<file path="src/rtl/core/itoa_pkg.sv">
// shared types, codes and constants of the integer to ascii formatter
package itoa_pkg;

  localparam int VALUE_W         = 64;
  localparam int CAP_W           = 16;
  localparam int FIELD_W         = 6;
  localparam int CNT_W           = 7;
  localparam int DIGIT_SLOTS_DEF = 32;
  localparam int MAX_WIDTH_DEF   = 63;

  // conversion types
  localparam logic [2:0] T_UDEC = 3'd0;
  localparam logic [2:0] T_SDEC = 3'd1;
  localparam logic [2:0] T_OCT  = 3'd2;
  localparam logic [2:0] T_LHEX = 3'd3;
  localparam logic [2:0] T_UHEX = 3'd4;

  // kinds of emitted word
  localparam logic [2:0] K_SIGN = 3'd0;
  localparam logic [2:0] K_LEAD = 3'd1;
  localparam logic [2:0] K_DIG  = 3'd2;
  localparam logic [2:0] K_TAIL = 3'd3;
  localparam logic [2:0] K_ERR  = 3'd4;

  localparam logic [7:0] CH_MINUS = 8'h2d;
  localparam logic [7:0] CH_ZERO  = 8'h30;
  localparam logic [7:0] CH_SPACE = 8'h20;
  localparam logic [7:0] CH_NUL   = 8'h00;

  // floor(x / 10) = (x * RECIP10) >> RECIP_SH for x below 655360
  localparam logic [19:0] RECIP10  = 20'd838861;
  localparam int          RECIP_SH = 23;

  localparam logic [15:0] CAP_RESET = 16'd255;

  typedef struct packed {
    logic       load;
    logic       restart;
    logic       div_step;
    logic       store;
    logic       setup;
    logic       emit;
    logic [2:0] kind;
  } itoa_cmd_t;

  typedef struct packed {
    logic overflowed;
    logic is_dec;
    logic chunk_last;
    logic extract_done;
    logic total_zero;
    logic sign_first;
    logic neg;
    logic lead_zero;
    logic dig_zero;
    logic tail_zero;
    logic cap_hit;
    logic last_char;
    logic out_free;
  } itoa_stat_t;

  function automatic logic [7:0] digit_char(input logic [3:0] d, input logic upper);
    logic [7:0] c;
    case (d)
      4'd0:    c = 8'h30;
      4'd1:    c = 8'h31;
      4'd2:    c = 8'h32;
      4'd3:    c = 8'h33;
      4'd4:    c = 8'h34;
      4'd5:    c = 8'h35;
      4'd6:    c = 8'h36;
      4'd7:    c = 8'h37;
      4'd8:    c = 8'h38;
      4'd9:    c = 8'h39;
      4'd10:   c = 8'h61;
      4'd11:   c = 8'h62;
      4'd12:   c = 8'h63;
      4'd13:   c = 8'h64;
      4'd14:   c = 8'h65;
      default: c = 8'h66;
    endcase
    if (upper && d >= 4'd10) begin
      c = c - 8'd32;
    end
    return c;
  endfunction

endpackage

</file>
<file path="src/rtl/core/itoa_ctrl.sv">
// sequencer of the formatter: extraction, setup and character emission
module itoa_ctrl
  import itoa_pkg::*;
(
  input  logic       clk,
  input  logic       rst,
  input  logic       in_valid,
  input  logic       restart,
  output logic       in_ready,
  input  itoa_stat_t st,
  output itoa_cmd_t  cmd
);

  localparam logic [3:0] S_IDLE  = 4'd0;
  localparam logic [3:0] S_CHECK = 4'd1;
  localparam logic [3:0] S_ERR   = 4'd2;
  localparam logic [3:0] S_EXTR  = 4'd3;
  localparam logic [3:0] S_STORE = 4'd4;
  localparam logic [3:0] S_SETUP = 4'd5;
  localparam logic [3:0] S_SIGN1 = 4'd6;
  localparam logic [3:0] S_LEAD  = 4'd7;
  localparam logic [3:0] S_SIGN2 = 4'd8;
  localparam logic [3:0] S_DIG   = 4'd9;
  localparam logic [3:0] S_TAIL  = 4'd10;

  logic [3:0] state, state_next;
  logic       want;
  logic [2:0] want_kind;
  logic [3:0] want_after;

  always_ff @(posedge clk) begin
    if (rst) begin
      state <= S_IDLE;
    end else begin
      state <= state_next;
    end
  end

  always_comb begin
    cmd        = '0;
    state_next = state;
    want       = 1'b0;
    want_kind  = K_SIGN;
    want_after = S_IDLE;
    in_ready   = (state == S_IDLE);
    case (state)
      S_IDLE: begin
        if (in_valid) begin
          cmd.load    = 1'b1;
          cmd.restart = restart;
          state_next  = S_CHECK;
        end
      end
      S_CHECK: state_next = st.overflowed ? S_ERR : S_EXTR;
      S_ERR: begin
        if (st.out_free) begin
          cmd.emit   = 1'b1;
          cmd.kind   = K_ERR;
          state_next = S_IDLE;
        end
      end
      S_EXTR: begin
        if (st.is_dec) begin
          cmd.div_step = 1'b1;
          if (st.chunk_last) begin
            state_next = S_STORE;
          end
        end else begin
          state_next = S_STORE;
        end
      end
      S_STORE: begin
        cmd.store  = 1'b1;
        state_next = st.extract_done ? S_SETUP : S_EXTR;
      end
      S_SETUP: begin
        cmd.setup  = 1'b1;
        state_next = S_SIGN1;
      end
      S_SIGN1: begin
        if (st.total_zero) begin
          state_next = S_IDLE;
        end else if (st.sign_first && st.neg) begin
          want       = 1'b1;
          want_kind  = K_SIGN;
          want_after = S_LEAD;
        end else begin
          state_next = S_LEAD;
        end
      end
      S_LEAD: begin
        if (st.lead_zero) begin
          state_next = (!st.sign_first && st.neg) ? S_SIGN2 : S_DIG;
        end else begin
          want       = 1'b1;
          want_kind  = K_LEAD;
          want_after = S_LEAD;
        end
      end
      S_SIGN2: begin
        want       = 1'b1;
        want_kind  = K_SIGN;
        want_after = S_DIG;
      end
      S_DIG: begin
        if (st.dig_zero) begin
          state_next = S_TAIL;
        end else begin
          want       = 1'b1;
          want_kind  = K_DIG;
          want_after = S_DIG;
        end
      end
      S_TAIL: begin
        if (st.tail_zero) begin
          state_next = S_IDLE;
        end else begin
          want       = 1'b1;
          want_kind  = K_TAIL;
          want_after = S_TAIL;
        end
      end
      default: state_next = S_IDLE;
    endcase

    // one character per free output slot, overflow ends the item
    if (want && st.out_free) begin
      cmd.emit = 1'b1;
      if (st.cap_hit) begin
        cmd.kind   = K_ERR;
        state_next = S_IDLE;
      end else begin
        cmd.kind   = want_kind;
        state_next = st.last_char ? S_IDLE : want_after;
      end
    end
  end

endmodule

</file>
<file path="config.mk">
export PLATFORM = sky130hd
export DESIGN_NAME = itoa_ctrl
export DESIGN_NICKNAME = d
export VERILOG_FILES = /design/src/rtl/core/itoa_pkg.sv /design/src/rtl/core/itoa_ctrl.sv
export SDC_FILE = /design/constraint.sdc
export NUM_CORES = 1
export LEC_CHECK = 0
export ABC_CLOCK_PERIOD_IN_PS = 2900
export BUFFER_PORTS_ARGS = -buffer_cell sky130_fd_sc_hd__buf_4
export CAP_MARGIN = 20
export CORE_MARGIN = 2
export CORE_UTILIZATION = 30
export CTS_CLUSTER_SIZE = 24
export DETAILED_ROUTE_END_ITERATION = 10
export PLACE_DENSITY_LB_ADDON = 0.3
export SLEW_MARGIN = 20
export SYNTH_ARGS = -nofsm -noshare
export SYNTH_HDL_FRONTEND = slang
export SYNTH_SLANG_ARGS = --single-unit
export TNS_END_PERCENT = 5
</file>
<file path="constraint.sdc">
create_clock -name clk -period 2.9 [get_ports clk]
set_input_delay 0.58 -clock clk [delete_from_list [all_inputs] [get_ports clk]]
set_output_delay 0.58 -clock clk [all_outputs]
set_load 0.1 [all_outputs]
</file>
---- Yosys cells after proc, flatten, opt, wreduce, memory -nomap -nowiden ----
Index checks and enable logic that the tools add are counted.
word-level totals
  flip-flop bits (word level) ............. 4
  input bits .............................. 17
  output and inout bits ................... 10
  word-level logic and storage cells ...... 67
operators by class
  equality and inequality tests ........... 18
  multiplexer cells ....................... 42
  reductions and logical operators ........ 6
operators with widths
  cell                                                                      count
  4-bit 2-to-1 mux                                                          17
  4-bit one-hot mux with 11 select lines                                    1
  4-bit one-hot mux with 5 select lines                                     1
  4-bit by 3-bit == test with 1-bit output (second input constant)          4
  3-bit 2-to-1 mux                                                          5
  4-bit == test (second input constant)                                     3
  1-bit 2-to-1 mux                                                          12
  3-bit inequality test (second input constant)                             4
  4-bit by 2-bit == test with 1-bit output (second input constant)          2
  2-bit 2-to-1 mux                                                          4
  4-bit inequality test (second input constant)                             2
  8-bit AND reduction                                                       1
  2-bit one-hot mux with 3 select lines                                     1
  1-bit one-hot mux with 5 select lines                                     1
  4-bit by 1-bit == test with 1-bit output (second input constant)          1
  4-bit zero test                                                           1
  1-bit logical AND                                                         3
  3-bit by 2-bit inequality test with 1-bit output (second input constant)  1
  2-bit inequality test (second input constant)                             1
  1-bit zero test                                                           1

---- Depth between registers and ports, before layout ----
  depth in word-level cells ............... 7
  depth in mapped cells ................... 7
  depth with buffers taken out ............ 5

---- Least setup slack after synthesis ----
Ideal clock, no wire load.
  path kind ............................... input to output
  start ................................... input st[8] (netlist name)
  end ..................................... output cmd[1] (netlist name)
  arrival time ............................ 3.142 ns
  path slack .............................. -0.822 ns
  cell stages on the path ................. 4
  path buffers ............................ 0
  cells stage by stage .................... and4bb_1 -> o21bai_4 -> a221o_2 -> nor4_2
RTL lines
  item                line             RTL
  start: declaration  itoa_ctrl.sv:10  input itoa_stat_t st,
  end: declaration    itoa_ctrl.sv:11  output itoa_cmd_t cmd

==> metrics.yaml <==
crit_family: "simple AND/OR/NAND/NOR gates"
cts_buffers: 3
min_to: "state[2]"
detail-route-antenna-nets: 0
overflow: 0
r2r_cells: 5
grt_use_met2: 0.259
critPathMaxFanout: 8
p_leak_nw: 0.436
avgViaCountPerCell: 5.33
io_buffer_count: 26
fin_tns_setup_ns: 0
drt-initial-drc-count: 25
power.total_uw: 930
finalInstanceArea_um2: 915
synth.avg_cell_area_um2: 7.18
rsz0062_at_grt: "no"
crit_chain: "buf_4 -> and4bb_1 -> o21bai_4 -> a221o_2 -> nor4b_4 -> buf_4"
status: "completed"
r2r-end: "state[1]"
antenna_cells: 0
synth.distinct_cells: 38
grt_use_met1: 0.198
die_h_um: 50.7
cts_max_level: 1
drc: 0
reg_top3: "state (4)"
tightest_slew_ns: 0.400
yosysWarnings: 0
reg2reg_from: "state[1]"
antenna_found_initial: 0
holdCritPathClass: "input pin to flop"
track_usage: 0.154
setup_ws_ns: 0.123
io_pins: 27
synthCells: 91
synth-seq-cells: 4
largest_register_ffs: 4
grt_pass1_wl_um: 3090
drv_cap: 0
min-delay-start: "rst"
hold_depth: 2
layout_commonest_cell: "buf_4"
fillers: 219
grt_pass1_vias: 699
yosysSeqAreaShare: 0.123
startpoint_type: "input pin"
critPathRequiredTime_ns: 2.32
cts_tree: "done"
synth.area.top_cells: "dfxtp_1 (12%), a21oi_1 (6.9%), nand3b_4 (6.1%)"
end_kind: "primary output"
grt_max_degree: 17
clkLatencyLatePin_ns: 0.23
period_share: 0.958
final_cell_mix: "buf_4 (28), nand2_1 (9), nor2_1 (9), a21oi_1 (9), o21ai_0 (8)"
coreArea_um2: 2000
nNetsFinal: 136
worstSetupPathType: "input pin to primary output"
dieWidth_um: 50.7
synth_fp_nets: 108
clockBufferDepth: 2
met3_usage: 0.0357
post-place-ws_ns: 0.129
cp_slowest_cell: "a221o_2"
cts_sinks: 4
period_needed_ns: 2.78
wl_per_cell_um: 13.1
max_freq_ghz: 0.360
max_stage_delay_ns: 0.48
setup_viol: 0
ir_drop_v: 0.000625
critPathBufInv: 2
slew_headroom: 0.732
clkTransAtPathRegs_ns: 0.03
dpl-instance-area_um2: 890
p_per_area_nw_per_um2: 1020
synthDominantCellAreaShare: 0.123
vias: 767
drt_wl_total_um: 1880
root_buffer: "clkbuf_4"
hold_viol: 0
drt_pass1_iterations: 4
cts_hold_buf: 0
ff2ff_setup_slack_ns: 1.05
max_flop_register: "state"
hold_ws_ns: 0.543
cp.arrival_ns: 2.20
maxSlewViolCount: 0
finalClockSkew_ns: 0.00380
top_usage_layer: "met2"
synthesis.area_um2: 653
drive_gt1_frac: 0.393
num_rows: 16
area_growth_pct: 40.0
crit_top_cell: "buf_4"
dp_hpwl_um: 1510
gp_congestion: 0.833
dieArea_um2: 2570
start_util: 0.326
synth_top_area_cell: "dfxtp_1"
stage by stage:
stage / util / cells
finish: 0.457 / 144
global route: 0.457 / 144
CTS: 0.456 / 144
detailed placement: 0.444 / 141
global placement: 0.444 / 141
floorplan: - / 91
worst register-to-register path: stages, from the launching register on:
cell	delay (ns)
dfxtp_1	0.46
a21oi_1	0.10
o21ai_1	0.36
a221o_2	0.39
a31oi_1	0.10
a2111oi_2	0.33
cell type report:
type / count / area, um^2 / share of cell area
Multi-Input combinational cell: 75 / 539 / 0.590
Timing Repair Buffer: 28 / 210 / 0.230
Sequential cell: 4 / 82.6 / 0.0903
Tap cell: 27 / 33.8 / 0.0369
Inverter: 7 / 26.3 / 0.0287
Clock buffer: 3 / 22.5 / 0.0246
cells in the mapped netlist:
| library cell | count |
|---|---|
| nor4_2 | 1 |
| inv_1 | 7 |
| a2111oi_2 | 1 |
| nand3_1 | 1 |
| buf_6 | 1 |
| and2_1 | 2 |
| o21bai_4 | 1 |
| buf_4 | 2 |
| nor2b_1 | 1 |
| o32ai_1 | 1 |
| o2111ai_2 | 1 |
| a31oi_1 | 2 |
| a311oi_2 | 1 |
| a211oi_1 | 1 |
| a21o_1 | 1 |
| dfxtp_1 | 4 |
| and2b_1 | 1 |
| nand2b_1 | 3 |
| o21ai_0 | 8 |
| nand3b_4 | 2 |
| o22ai_1 | 2 |
| o221a_1 | 1 |
| and3_1 | 1 |
| nor3_1 | 4 |
| a221oi_1 | 1 |
| a21oi_1 | 9 |
| and4bb_1 | 1 |
| nor4b_2 | 1 |
| o211ai_1 | 1 |
| o21ba_2 | 1 |
| a21boi_0 | 1 |
| or3_4 | 1 |
| or2b_1 | 2 |
| clkbuf_1 | 2 |
| nor2_1 | 10 |
| o21ai_1 | 1 |
| a221o_2 | 1 |
| nand2_1 | 9 |
per-layer routing:
metal  routed length (um)  share of wire  vias to the layer above
li1                     -              -                      391
met1                  890           0.47                      346
met2                  881           0.47                       30
met3                  111          0.059                        0
met4                    0              0                        0
met5                    0              0                        -
report_power, final:
group	internal, mW	switching (mW)	leakage, nW
combinational	0.240	0.490	0.388
clock	0.0462	0.0220	0.0138
sequential	0.0802	0.0524	0.0337
total	0.366	0.564	0.436
worst max-delay path by stage:
stage,startpoint,to,slack [ns],depth (start not counted)
finish,st[8],cmd[0],0.12,6
global route,st[8],cmd[1],0.04,6
CTS,state[0],cmd[0],0.02,5
detailed placement,st[8],cmd[0],0.13,6
global placement,st[8],cmd[1],0.17,6
floorplan,state[3],cmd[3],-0.62,3
cells by family after synthesis:
group / after synthesis / share of synthesized area
AOI/OAI and AO/OA: 35 / 0.397
DFF: 4 / 0.123
and+or+nand+nor: 40 / 0.389
buffers and inverters: 12 / 0.0920
timing repair:
action	4_1_cts	5_1_grt
endpoints found under the hold margin	0	0
gates resized for setup	0	2
setup endpoints to repair	0	2
buffers inserted	0	0
Note: power is estimated with default switching activity, not from simulation.
